File: src/rtl/vrt_pkg.sv
`timescale 1ns / 1ps
// ----------------------------------------------------------------------------
// Vertex rigid transform package
// Shared widths, register indexes, payload types and the saturation helper.
// ----------------------------------------------------------------------------
package vrt_pkg;

    localparam int COORD_W    = 32;
    localparam int TRIG_W     = 18;
    localparam int ROT_W      = 2 * TRIG_W;
    localparam int CFG_IDX_W  = 3;
    localparam int CFG_DATA_W = ROT_W;
    // Product of a coordinate and a sine that may have been negated.
    localparam int PROD_W     = COORD_W + TRIG_W + 1;
    localparam int SAT_IN_W   = PROD_W + 1;
    // Register stages from an accepted item to its result strobe.
    localparam int PIPE_LATENCY = 8;

    localparam logic REQ_FWD = 1'b0;
    localparam logic REQ_INV = 1'b1;

    localparam logic [CFG_IDX_W-1:0] REG_ROT_X = 3'd0;
    localparam logic [CFG_IDX_W-1:0] REG_ROT_Y = 3'd1;
    localparam logic [CFG_IDX_W-1:0] REG_ROT_Z = 3'd2;
    localparam logic [CFG_IDX_W-1:0] REG_LOC_X = 3'd3;
    localparam logic [CFG_IDX_W-1:0] REG_LOC_Y = 3'd4;
    localparam logic [CFG_IDX_W-1:0] REG_LOC_Z = 3'd5;

    // Cosine 1.0, sine 0.
    localparam logic [ROT_W-1:0] ROT_RESET = 36'h4_0000_0000;

    localparam logic signed [COORD_W-1:0] COORD_MAX = 32'sh7FFF_FFFF;
    localparam logic signed [COORD_W-1:0] COORD_MIN = 32'sh8000_0000;

    typedef enum logic [1:0] {
        AXIS_X,
        AXIS_Y,
        AXIS_Z
    } t_axis;

    typedef struct packed {
        logic                      req_type;
        logic signed [COORD_W-1:0] in_x;
        logic signed [COORD_W-1:0] in_y;
        logic signed [COORD_W-1:0] in_z;
    } t_vrt_in;

    typedef struct packed {
        logic signed [COORD_W-1:0] out_x;
        logic signed [COORD_W-1:0] out_y;
        logic signed [COORD_W-1:0] out_z;
        logic                      clipped;
    } t_vrt_out;

    typedef struct packed {
        logic [ROT_W-1:0]          rot_x;
        logic [ROT_W-1:0]          rot_y;
        logic [ROT_W-1:0]          rot_z;
        logic signed [COORD_W-1:0] loc_x;
        logic signed [COORD_W-1:0] loc_y;
        logic signed [COORD_W-1:0] loc_z;
    } t_vrt_cfg;

    // Vertex as it travels down the pipeline.
    typedef struct packed {
        logic                      req;
        logic signed [COORD_W-1:0] x;
        logic signed [COORD_W-1:0] y;
        logic signed [COORD_W-1:0] z;
        logic                      clip;
    } t_vec;

    typedef struct packed {
        logic signed [COORD_W-1:0] val;
        logic                      clip;
    } t_sat;

    function automatic t_sat f_sat(input logic signed [SAT_IN_W-1:0] v);
        t_sat r;
        if (v > SAT_IN_W'(COORD_MAX)) begin
            r.val  = COORD_MAX;
            r.clip = 1'b1;
        end else if (v < SAT_IN_W'(COORD_MIN)) begin
            r.val  = COORD_MIN;
            r.clip = 1'b1;
        end else begin
            r.val  = v[COORD_W-1:0];
            r.clip = 1'b0;
        end
        return r;
    endfunction

endpackage

File: src/rtl/vrt_cfg_regs.sv
`timescale 1ns / 1ps
// ----------------------------------------------------------------------------
// Configuration registers
// Holds the three rotation pairs and the location; written one at a time.
// ----------------------------------------------------------------------------
module vrt_cfg_regs (
    input  logic                          i_clk,
    input  logic                          i_rst_n,
    input  logic                          i_cfg_we,
    input  logic [vrt_pkg::CFG_IDX_W-1:0] i_cfg_idx,
    input  logic [vrt_pkg::CFG_DATA_W-1:0] i_cfg_data,
    output vrt_pkg::t_vrt_cfg             o_cfg
);
    import vrt_pkg::*;

    t_vrt_cfg r_cfg;

    always_ff @(posedge i_clk) begin
        if (!i_rst_n) begin
            r_cfg.rot_x <= ROT_RESET;
            r_cfg.rot_y <= ROT_RESET;
            r_cfg.rot_z <= ROT_RESET;
            r_cfg.loc_x <= '0;
            r_cfg.loc_y <= '0;
            r_cfg.loc_z <= '0;
        end else if (i_cfg_we) begin
            case (i_cfg_idx)
                REG_ROT_X: r_cfg.rot_x <= i_cfg_data;
                REG_ROT_Y: r_cfg.rot_y <= i_cfg_data;
                REG_ROT_Z: r_cfg.rot_z <= i_cfg_data;
                REG_LOC_X: r_cfg.loc_x <= i_cfg_data[COORD_W-1:0];
                REG_LOC_Y: r_cfg.loc_y <= i_cfg_data[COORD_W-1:0];
                REG_LOC_Z: r_cfg.loc_z <= i_cfg_data[COORD_W-1:0];
                default: begin
                    // Indexes past the last register are ignored.
                end
            endcase
        end
    end

    assign o_cfg = r_cfg;

endmodule

File: config.mk
export PLATFORM = sky130hd
export DESIGN_NAME = vrt_cfg_regs
export DESIGN_NICKNAME = d
export VERILOG_FILES = /design/src/rtl/vrt_pkg.sv /design/src/rtl/vrt_cfg_regs.sv
export SDC_FILE = /design/constraint.sdc
export NUM_CORES = 1
export LEC_CHECK = 0
export BUFFER_PORTS_ARGS = -buffer_cell sky130_fd_sc_hd__buf_2
export CAP_MARGIN = 20
export CORE_MARGIN = 2
export CORE_UTILIZATION = 37
export DETAILED_ROUTE_END_ITERATION = 10
export REMOVE_ABC_BUFFERS = 1
export SYNTH_ARGS = -nofsm -noshare
export SYNTH_HDL_FRONTEND = slang
export SYNTH_SLANG_ARGS = --single-unit
export TNS_END_PERCENT = 5
File: constraint.sdc
create_clock -name i_clk -period 3.9 [get_ports i_clk]
set_clock_uncertainty 0.05 [all_clocks]
set_input_delay 0.78 -clock i_clk [delete_from_list [all_inputs] [get_ports i_clk]]
set_output_delay 0.78 -clock i_clk [all_outputs]
set_load 0.05 [all_outputs]
======== Yosys cells after proc, flatten, opt, wreduce, memory -nomap -nowiden ========
Cells that the tools add are included.
word-level totals
  memories ................................ 0
  bits in registers ....................... 204
  logic and storage cells ................. 18
  bits in writable memories ............... 0
  bits in read-only memories .............. 0
  latch bits .............................. 0
  output and inout port bits .............. 204
operators by class
  mux-type cells .......................... 0
  shift-type cells ........................ 0
  magnitude comparators ................... 0
  reduce and logical (&&, ||, !) cells .... 7
  divide/modulo/power cells ............... 0
  $add $sub $neg .......................... 0
  multipliers ............................. 0
  bitwise gates (word level) .............. 0
  equal/unequal tests ..................... 5
operators with widths
  kind                number
  $reduce_and 2->1    6
  $eq 3x2->1 const B  2
  $eq 3x3->1 const B  2
  $eq 3x1->1 const B  1
  $logic_not 3->1     1

======== Depth between registers and ports, before layout ========
  depth in word-level cells ............... 2
  depth in mapped cells ................... 5

======== Worst setup path before layout ========
No wires, ideal clock.
  kind .................................... input port to flip-flop
  from .................................... input port i_cfg_idx[0] (netlist bit)
  to ...................................... register r_cfg, in the netlist o_cfg[202]
  data required time ...................... 3726 ps
  path buffers ............................ 3
  arrival ................................. 1766 ps
  library setup time ...................... 124 ps
  slack ................................... 1960 ps
  cell stages on the path ................. 5
  path through ............................ buf_6 or4b_1 buf_2 buf_6 mux2i_1
on the way
  longest elaborated chain between the ends .. 2
RTL lines
  what                               RTL line            text
  start: declaration                 vrt_cfg_regs.sv:10  input logic [vrt_pkg::CFG_IDX_W-1:0] i_cfg_idx,
  $logic_not 3->1                    vrt_cfg_regs.sv:27  case (i_cfg_idx)
  $reduce_and 2->1 (no source line)  --
  end: declaration                   vrt_cfg_regs.sv:16  t_vrt_cfg r_cfg;
No other way between the ends.
A chain may end at the register's enable or synchronous reset.

======== Worst setup path after layout ========
  from .................................... register r_cfg, in the netlist o_cfg[116]
  to ...................................... output port o_cfg[116] (netlist bit)
RTL lines
  what              RTL line            text
  end: declaration  vrt_cfg_regs.sv:12  output vrt_pkg::t_vrt_cfg o_cfg
No word-level cell between the ends.

==> impl_metrics.yaml <==
cells_and_area:
  drive_gt1_share_pct: 31.4
  multi_input_area_sq_mm: 0.00308
  largest_register_ffs: 204
  fin_area_sq_mm: 0.00957
  areaGrowthSynthToFinish_pct: 29.9
  diodes: 0
  num-fill-cells: 1871
  final_nets: 983
  regArea_sq_mm: 0.00408
clock_tree:
  clock_path_buffers: 3
  path_clk_slew_ps: 60
  ctsHoldBuffers: 0
  clockRootBuffer: "clkbuf_16"
  cts-resized-gates: 0
  cts_buffers: 23
  cts_setup_buffers: 0
  cts.sinks: 204
  clock_latency_ps: 480
  cts_max_level: 1
  cts_tree: "built"
synth:
  syn_area_per_cell_sq_um: 10.4
  yosysWarnings: 0
  synthCells: 708
  ys_seq_elements: 204
  post_synth_num_cell_types: 13
  ys_seq_area_share_pct: 55.5
  syn_area_sq_mm: 0.00736
hold_path:
  min-delay-start: "o_cfg[160]"
  holdPathStages: 2
  hp-class: "reg -> reg"
  min_to: "o_cfg[160]"
power:
  p_clk_share_pct: 44.0
  p_total_w: 0.00459
  seqPwrFrac_pct: 46.9
  netSwitchingPower_w: 0.00116
  p_leak_nw: 5.29
  combPwrFrac_pct: 9.2
  p_per_area_mw_per_mm2: 480
  vdd.ir_drop.worst_mv: 0.280
  swShare_pct: 25.3
  p_int_w: 0.00343
floorplanning:
  initial_core_util_pct: 37.7
  die_h_um: 145
  coreArea_sq_mm: 0.0195
  dieArea_sq_mm: 0.0210
  die-width_um: 145
  num_rows: 51
  io_pins: 246
global_routing:
  antenna_found_initial: 0
  grt_max_degree: 75
  overflow: 0
  grt_usage_pct: 18.0
  grt_pass1_vias: 5576
  grt_pass1_wl_um: 31200
detailed_routing:
  wl_um: 19300
  antenna_left: 0
  dr.pass1.iters: 4
  wire_per_inst_um: 15.8
  drt_iter0_drc: 222
  vias_per_cell: 4.61
  route.detailed.drc: 0
  vias: 5610
placed_design:
  gp_congestion: 0.703
  placed_cell_area_sq_mm: 0.00886
  dp_hpwl_um: 12700
  port-buffer-count: 245
sta:
  setup_tns_ps: 0
  layout_min_cycle_time_ps: 1960
  max_slew.worst_pin.slew_ps: 967
  setup_violations: 0
  fin_crit_sh_pct: 50.1
  rsz0062_at_grt: "no"
  relSlewSlack_pct: 35.4
  fmax_ghz: 0.511
  report.final.hold_viol_count: 0
  finalMaxSlewViolations: 0
critical_path:
  critical_path_buf_inv_count: 1
  cp_slowest_cell: "dfxtp_1"
  crit_fanout: 2
  reg2reg_slack_ps: 3220
  cp_slowest_stage_delay_ps: 350
  cpLargestDelayFamily: "flip-flops"
  cp-start-kind: "register"
  worstRegToRegCells: 2
  cp.arrival_ps: 1130
  rr_startpoint: "o_cfg[130]"
  r2r_end: "o_cfg[130]"
  critPathKind: "reg -> out"
  end_kind: "primary output"
  required_ps: 3070
  crit_chain: "buf_2"
flow_run:
  drv_cap: 0
outcome:
  status: "finished, final reports clean"
[cell usage after synthesis, drive strengths merged]
cell | n | area [sq um]
or4b | 1 | 10.0
mux2i | 204 | 2040
dfxtp | 204 | 4080
nand4bb | 3 | 33.8
nor2b | 4 | 25.0
nand2 | 236 | 886
and4bb | 1 | 12.5
nand4b | 2 | 17.5
nor4b | 1 | 8.76
clkbuf | 28 | 105
buf | 24 | 138
[metrics by stage]
step / std cells / hold WS [ps] / worst slack (ps) / util (%)
6_report: 1218 / 402 / 1940 / 49.0
3_5_place_dp: 1181 / 393 / 1490 / 45.4
3_3_place_gp: 1181 / 390 / 1510 / 45.4
2_1_floorplan: 656 / 619 / -1080 / -
5_1_grt: 1218 / 420 / 1870 / 49.0
4_1_cts: 1218 / 404 / 1930 / 49.0
[metal layers]
layer,GRT usage [%],part of all wire (%),vias to the layer above,routed length [um]
li1,-,-,2802,-
met1,24.5,47,2609,9050
met2,28.7,44,179,8530
met3,4.97,7.7,20,1490
met4,3.68,1.1,0,219
met5,0,0,-,0
[cells by family after synthesis]
logic type | synth area share [%]
simple gates | 13.5
buf+inv | 3.30
flops | 55.5
mux | 27.7
[worst max path at each step]
| stage | start | to | cells past startpoint |
|---|---|---|---|
| after floorplan | i_cfg_idx[2] | o_cfg[168] | 2 |
| after global placement | i_cfg_idx[2] | o_cfg[124] | 4 |
| after detailed placement | i_cfg_idx[0] | o_cfg[41] | 3 |
| after CTS | o_cfg[44] | o_cfg[44] | 1 |
| after global routing | i_cfg_idx[0] | o_cfg[47] | 3 |
| final | o_cfg[116] | o_cfg[116] | 1 |
[worst register-to-register path, delay by kind of cell, from the launching register on]
kind             cells  cell delay, ps
and+or+nand+nor      1             100
muxes                1              80
DFF                  1             320
[final cells by class]
| cell class | count | share of cell area [%] |
|---|---|---|
| Timing Repair Buffer | 260 | 14.3 |
| Multi-Input combinational cell | 452 | 32.2 |
| Clock buffer | 32 | 7.00 |
| Tap cell | 265 | 3.47 |
| Clock inverter | 5 | 0.327 |
| Sequential cell | 204 | 42.7 |
[power groups by stage]
stage | registers (W) | logic (W) | clock network, W
finish | 0.00215 | 0.000420 | 0.00202
global route | 0.00216 | 0.000446 | 0.00217
CTS | 0.00215 | 0.000425 | 0.00207
detailed placement | 0.00220 | 0.000424 | 0
global placement | 0.00220 | 0.000424 | 0
floorplan | 0.00236 | 0.000110 | 0
[cells in the final DEF, fill, tap and decap left out]
master and n:
dfxtp_1 204, clkbuf_1 3, clkbuf_8 6, buf_6 1, clkinv_2 4, nor4b_2 1
nand4bb_4 2, or4b_1 1, and4bb_2 1, mux2i_1 204, nand4b_1 2, clkbuf_16 23
buf_4 13, buf_12 2, nor2b_1 4, nand2_1 236, inv_8 1, buf_2 244
nand4bb_2 1
No activity file was read; power rests on OpenSTA's default activity.
