==> config.mk <==
export PLATFORM = sky130hd
export DESIGN_NAME = vrt_trans_stage
export DESIGN_NICKNAME = d
export VERILOG_FILES = /design/src/rtl/vrt_pkg.sv /design/src/rtl/vrt_trans_stage.sv
export SDC_FILE = /design/constraint.sdc
export NUM_CORES = 1
export LEC_CHECK = 0
export ABC_AREA = 1
export BUFFER_PORTS_ARGS = -buffer_cell sky130_fd_sc_hd__clkbuf_2
export CELL_PAD_IN_SITES_DETAIL_PLACEMENT = 1
export CELL_PAD_IN_SITES_GLOBAL_PLACEMENT = 2
export CORE_MARGIN = 10
export CORE_UTILIZATION = 25
export CTS_CLUSTER_DIAMETER = 50
export DETAILED_ROUTE_END_ITERATION = 7
export PLACE_DENSITY = 0.88
export SKIP_LAST_GASP = 1
export SYNTH_ARGS = -nofsm -noshare
export SYNTH_HDL_FRONTEND = slang
export SYNTH_SLANG_ARGS = --single-unit
==> constraint.sdc <==
create_clock -name i_clk -period 9.8 [get_ports i_clk]
set_clock_uncertainty 0.1 [all_clocks]
set_input_delay 0 -clock i_clk [delete_from_list [all_inputs] [get_ports i_clk]]
set_output_delay 0 -clock i_clk [all_outputs]
set_load 0.05 [all_outputs]
==> src/rtl/vrt_pkg.sv <==
`timescale 1ns / 1ps
// ----------------------------------------------------------------------------
// Vertex rigid transform package
// Shared widths, register indexes, payload types and the saturation helper.
// ----------------------------------------------------------------------------
package vrt_pkg;

    localparam int COORD_W    = 32;
    localparam int TRIG_W     = 18;
    localparam int ROT_W      = 2 * TRIG_W;
    localparam int CFG_IDX_W  = 3;
    localparam int CFG_DATA_W = ROT_W;
    // Product of a coordinate and a sine that may have been negated.
    localparam int PROD_W     = COORD_W + TRIG_W + 1;
    localparam int SAT_IN_W   = PROD_W + 1;
    // Register stages from an accepted item to its result strobe.
    localparam int PIPE_LATENCY = 8;

    localparam logic REQ_FWD = 1'b0;
    localparam logic REQ_INV = 1'b1;

    localparam logic [CFG_IDX_W-1:0] REG_ROT_X = 3'd0;
    localparam logic [CFG_IDX_W-1:0] REG_ROT_Y = 3'd1;
    localparam logic [CFG_IDX_W-1:0] REG_ROT_Z = 3'd2;
    localparam logic [CFG_IDX_W-1:0] REG_LOC_X = 3'd3;
    localparam logic [CFG_IDX_W-1:0] REG_LOC_Y = 3'd4;
    localparam logic [CFG_IDX_W-1:0] REG_LOC_Z = 3'd5;

    // Cosine 1.0, sine 0.
    localparam logic [ROT_W-1:0] ROT_RESET = 36'h4_0000_0000;

    localparam logic signed [COORD_W-1:0] COORD_MAX = 32'sh7FFF_FFFF;
    localparam logic signed [COORD_W-1:0] COORD_MIN = 32'sh8000_0000;

    typedef enum logic [1:0] {
        AXIS_X,
        AXIS_Y,
        AXIS_Z
    } t_axis;

    typedef struct packed {
        logic                      req_type;
        logic signed [COORD_W-1:0] in_x;
        logic signed [COORD_W-1:0] in_y;
        logic signed [COORD_W-1:0] in_z;
    } t_vrt_in;

    typedef struct packed {
        logic signed [COORD_W-1:0] out_x;
        logic signed [COORD_W-1:0] out_y;
        logic signed [COORD_W-1:0] out_z;
        logic                      clipped;
    } t_vrt_out;

    typedef struct packed {
        logic [ROT_W-1:0]          rot_x;
        logic [ROT_W-1:0]          rot_y;
        logic [ROT_W-1:0]          rot_z;
        logic signed [COORD_W-1:0] loc_x;
        logic signed [COORD_W-1:0] loc_y;
        logic signed [COORD_W-1:0] loc_z;
    } t_vrt_cfg;

    // Vertex as it travels down the pipeline.
    typedef struct packed {
        logic                      req;
        logic signed [COORD_W-1:0] x;
        logic signed [COORD_W-1:0] y;
        logic signed [COORD_W-1:0] z;
        logic                      clip;
    } t_vec;

    typedef struct packed {
        logic signed [COORD_W-1:0] val;
        logic                      clip;
    } t_sat;

    function automatic t_sat f_sat(input logic signed [SAT_IN_W-1:0] v);
        t_sat r;
        if (v > SAT_IN_W'(COORD_MAX)) begin
            r.val  = COORD_MAX;
            r.clip = 1'b1;
        end else if (v < SAT_IN_W'(COORD_MIN)) begin
            r.val  = COORD_MIN;
            r.clip = 1'b1;
        end else begin
            r.val  = v[COORD_W-1:0];
            r.clip = 1'b0;
        end
        return r;
    endfunction

endpackage

==> src/rtl/vrt_trans_stage.sv <==
`timescale 1ns / 1ps
// ----------------------------------------------------------------------------
// Translation stage
// Adds or subtracts the location with saturation, for one request type only.
// ----------------------------------------------------------------------------
module vrt_trans_stage (
    input  logic              i_clk,
    input  logic              i_rst_n,
    input  logic              i_sub,
    input  vrt_pkg::t_vrt_cfg i_cfg,
    input  logic              i_valid,
    input  vrt_pkg::t_vec     i_vec,
    output logic              o_valid,
    output vrt_pkg::t_vec     o_vec
);
    import vrt_pkg::*;

    logic  r_valid;
    t_vec  r_vec;
    t_vec  n_vec;
    logic  w_en;
    t_sat  w_sx;
    t_sat  w_sy;
    t_sat  w_sz;
    logic signed [COORD_W:0] w_dx;
    logic signed [COORD_W:0] w_dy;
    logic signed [COORD_W:0] w_dz;

    // Subtraction belongs to inverse requests, addition to forward ones.
    assign w_en = (i_vec.req == (i_sub ? REQ_INV : REQ_FWD));

    always_comb begin
        if (i_sub) begin
            w_dx = (COORD_W+1)'(i_vec.x) - (COORD_W+1)'(i_cfg.loc_x);
            w_dy = (COORD_W+1)'(i_vec.y) - (COORD_W+1)'(i_cfg.loc_y);
            w_dz = (COORD_W+1)'(i_vec.z) - (COORD_W+1)'(i_cfg.loc_z);
        end else begin
            w_dx = (COORD_W+1)'(i_vec.x) + (COORD_W+1)'(i_cfg.loc_x);
            w_dy = (COORD_W+1)'(i_vec.y) + (COORD_W+1)'(i_cfg.loc_y);
            w_dz = (COORD_W+1)'(i_vec.z) + (COORD_W+1)'(i_cfg.loc_z);
        end
        w_sx = f_sat(SAT_IN_W'(w_dx));
        w_sy = f_sat(SAT_IN_W'(w_dy));
        w_sz = f_sat(SAT_IN_W'(w_dz));
        n_vec = i_vec;
        if (w_en) begin
            n_vec.x    = w_sx.val;
            n_vec.y    = w_sy.val;
            n_vec.z    = w_sz.val;
            n_vec.clip = i_vec.clip | w_sx.clip | w_sy.clip | w_sz.clip;
        end
    end

    always_ff @(posedge i_clk) begin
        if (!i_rst_n) begin
            r_valid <= 1'b0;
        end else begin
            r_valid <= i_valid;
        end
        r_vec <= n_vec;
    end

    assign o_valid = r_valid;
    assign o_vec   = r_vec;

endmodule

Word level (Yosys, flattened, before mapping)
Index checks and enable logic that the tools add are counted.
W data, S select, Z words.
{"block": "totals", "register_bits": 99, "latch_bits": 0, "ram_bits": 0, "romBits": 0, "word_cells": 33, "mem_count": 0}
{"block": "classes", "add_sub_neg": 6, "multipliers": 0, "n_div": 0, "order_cmp": 6, "eq_ne": 1, "shifts": 0, "mux": 11, "bitwise_logic": 3, "n_reduce_logical": 0}
{"cell": "$mux W33", "n": 9}
{"cell": "$add A32 B32 Y33", "n": 3}
{"cell": "$gt A33 B32 Y1 const B", "n": 3}
{"cell": "$lt A33 B32 Y1 const B", "n": 3}
{"cell": "$sub A32 B32 Y33", "n": 3}
{"cell": "$mux W97", "n": 1}
{"cell": "$or A1 B1 Y1", "n": 3}
{"cell": "$eq A1 B1 Y1", "n": 1}
{"cell": "$mux W1", "n": 1}

Logic depth before layout (Yosys ltp)
{"block": "depth", "word_depth": 9, "depth_mapped": 27, "mapped_depth_nobuf": 26}

Worst setup path before layout
Ideal clock, no wire load.
{"block": "synth_timing", "path_kind": "input to register", "start": "input i_cfg[64] (netlist name)", "end": "register r_vec (netlist bit o_vec[65])", "setup_ps": 131, "t_arrival_ps": 2846, "required_ps": 9569, "slack_ps": 6723, "cell_stages": 25, "cell_sequence": "inv_1 ha_1 nand2_1 nor2_2 nand2_2 nor4_1 nand2_1 o31ai_2 o21ai_0 xor2_1 ha_1 nand2_1 nor2_1 nand2_1 inv_1 nand2_1 nand2_1 inv_1 nand2_2 nand3_4 nand2_4 inv_2 a21oi_4 buf_6 a22oi_2"}
{"element": "start, declared", "line_no": "vrt_trans_stage.sv:10", "source": "input vrt_pkg::t_vrt_cfg i_cfg,"}
{"element": "end signal, assigned", "line_no": "vrt_trans_stage.sv:60", "source": "r_vec <= n_vec;"}
{"element": "end, declared", "line_no": "vrt_trans_stage.sv:19", "source": "t_vec r_vec;"}

==> out/qor.csv <==
metric;value;unit
design area;15730;sq um
share of cells above drive strength 1;17.61;%
Worst-path clk slew;90;ps
clock power share;17.3;%
Max Slew Vio Count;0;
critical path data required time;9990;ps
internal power;0.001125;W
total core area;48750;sq um
Pwr Density;150.6;nW/um^2
syn nets;2451;
clk sinks;99;
Leak Pwr;8.361;nW
CTS Root Buffer Type;clkbuf_16;
Worst Path Buf+Inv;5;
DRC viols;0;
Synth warnings;0;
count of cell types in the netlist;57;
Synth Cell Area;12280;sq um
Comb power frac;61.0;%
first-pass GRT wire length;84.52;mm
top cell type's share of synthesized area;17.51;%
Top-Level Pins;405;
Slew headroom;39.69;%
DR pass1 iterations;5;
starting density of the core;25.20;%
Area growth, synth to finish;28.09;%
Worst path slowest cell;o41ai_1;
Resized cells post-CTS;0;
pre-CTS setup slack;4828;ps
dpl cell area;14400;sq um
Final Hold Vio Count;0;
startpoint type of the worst setup path;input port;
Max FO, Critical Path;32;
RSZ-0062 raised after global routing;no;
Detailed Place HPWL;43.95;mm
slowest stage delay, CP;750;ps
max-capacitance violation count;0;
Least-Margin Pin Slew;904.6;ps
sw frac;52.52;%
vias per cell;4.637;
Tot GR Track Use;17.82;%
WL final;53.15;mm
I/O Buffers;296;
CTS tree;built;
final total power;0.002369;W
Min-Delay Path Class;in -> reg;
post-synthesis sequential area ratio;16.14;%
ANT cells;0;
Tcrit/Tclk final;50.37;%
fin crit period;4937;ps
Seq pwr share;21.7;%
prevailing post-synth register cell;dfxtp_1;
largest cells by area after synthesis;nand2_1 18%, dfxtp_1 16%, ha_1 10%;
initial antenna violation count;1;
register bit total from synthesis;99;
synthesized area per cell;6.012;sq um
multi-input logic area;8946;sq um
die area;58400;sq um
fill count;6431;
register area;1982;sq um
number of synthesized flops with an enable pin;0;
CP dominant cell by count;nand2_1;
largest net degree at the start of global routing;74;
DIE HEIGHT;241.7;um
num rows;81;
Final Wtd Congestion;0.9283;
CP Capture Type;register;
fmax;202.6;MHz
initial DRC count;662;
Die W;241.7;um
H-tree Lvls;3;
leading area contributor after synthesis;nand2_1;
setup ws final;4863;ps
Inserted Clock Buffers;9;
total gr overflow;0;
Hold WS;102.0;ps
cell with the most instances after synthesis;nand2_1;
TNS Setup;0;ps
Routed wire per std cell;17.21;um
Cells after Synth;2043;
via count;14330;
critical path type;in -> reg;
crit path DAT;5130;ps
net load switching power;0.001244;W
worst-path cell chain;clkbuf_2, inv_1, ha_1, nand2_1, nor2_1, nand4_1, o41ai_1, o21ai_0, xor2_1, ha_1, inv_1, nor3_1, nand2_1, inv_1, nand2_1, nand2_1, a21oi_1, nand3_1, nand3_2, nand2_1, a22oi_1, dlygate4sd3_1;
VDD IR max;107.9;uV
CTS max path bufs;2;
Final ANT Viol Nets;0;
status;complete, no violations;
FFs w/ async S/R, synth;0;%
number of global-route vias before repair;15450;
Setup Viol. Count Final;0;
Post-synth top cells;573 x nand2_1, 283 x inv_1, 265 x nor2_1, 156 x a21oi_1, 120 x xor2_1;
CP top delay family;simple AND/OR/NAND/NOR gates;
nets;2828;
[worst min-delay path: stages]
cell,delay (ps)
clkbuf_2,110
nand2_1,70
nand3_1,100
nand3_1,120
nand2_1,80
o21ai_0,60
[logic make-up (layout without fill, tap and decap cells)]
| kind of cell | Yosys count | count (layout) | synth area share, % |
|---|---|---|---|
| simple gates | 1049 | 1049 | 36.15 |
| buf+inv | 335 | 717 | 11.09 |
| compound gates | 302 | 302 | 14.92 |
| xor+xnor | 156 | 156 | 11.12 |
| fa+ha+maj | 102 | 102 | 10.57 |
| flops | 99 | 99 | 16.14 |
[path summary, 6_finish.rpt]
path | from | depth (start not counted) | end | slack [ps]
max | i_cfg[0] | 22 | o_vec[1] | 4860
min | i_cfg[31] | 6 | o_vec[32] | 100
[timing repair]
item,4_1_cts,5_1_grt
hold buffers,103,0
setup buffers,0,0
endpoints found under the hold margin,99,0
[stage by stage]
| stage | util, % | cells |
|---|---|---|
| after floorplan | - | 2043 |
| after global placement | 29.53 | 2970 |
| after detailed placement | 29.53 | 2970 |
| after CTS | 32.28 | 3089 |
| after global routing | 32.28 | 3089 |
| final | 32.28 | 3089 |
[sequential cells by signal, summed over array words and instances, names as in the netlist]
signal and cells:
o_valid 1, o_vec 98
[power by group through the flow]
| stage | Sequential (W) | Clock [W] | Combinational [W] |
|---|---|---|---|
| after floorplan | 0.000824 | 0 | 0.000734 |
| after global placement | 0.000521 | 0 | 0.00140 |
| after detailed placement | 0.000523 | 0 | 0.00141 |
| after CTS | 0.000515 | 0.000436 | 0.00146 |
| after global routing | 0.000523 | 0.000442 | 0.00159 |
| final | 0.000514 | 0.000410 | 0.00145 |
[cell usage in the layout (no fill, tap or decap), types with 3 or more instances in the layout]
cell type / count
nand2_1: 572
clkbuf_2: 296
inv_1: 283
nor2_1: 265
a21oi_1: 156
xor2_1: 120
dlygate4sd3_1: 103
ha_1: 99
dfxtp_1: 99
nand3_1: 80
xnor2_1: 36
o21ai_0: 35
a21oi_2: 32
nor3_1: 30
o21bai_1: 26
nand2_2: 22
a31oi_1: 18
nand4_1: 16
inv_2: 13
nand3b_1: 12
nor4_1: 9
clkbuf_16: 9
or2_2: 8
nand3_2: 7
buf_4: 6
nor3_2: 5
nor2_2: 5
nand2_4: 5
o31ai_1: 5
o21ai_1: 4
and2_1: 4
a22oi_1: 4
a31o_2: 3
fa_1: 3
inv_6: 3
[area by class of cell]
type / instances / area share [%]
inverters: 296 / 7.062
well taps: 664 / 5.280
repair buffers: 405 / 16.25
flip-flops and latches: 99 / 12.60
clock buffers: 9 / 1.431
clock inverters: 7 / 0.5169
multi-input cells: 1609 / 56.86
[metal layers]
metal / routed length, um / GRT usage, % / share of wire [%]
met5: 13 / 0 / 0.024
met4: 1078 / 5.752 / 2.0
met3: 1848 / 2.767 / 3.5
met2: 26370 / 32.07 / 50
met1: 23830 / 21.17 / 45
No activity file was read; power rests on OpenSTA's default activity.
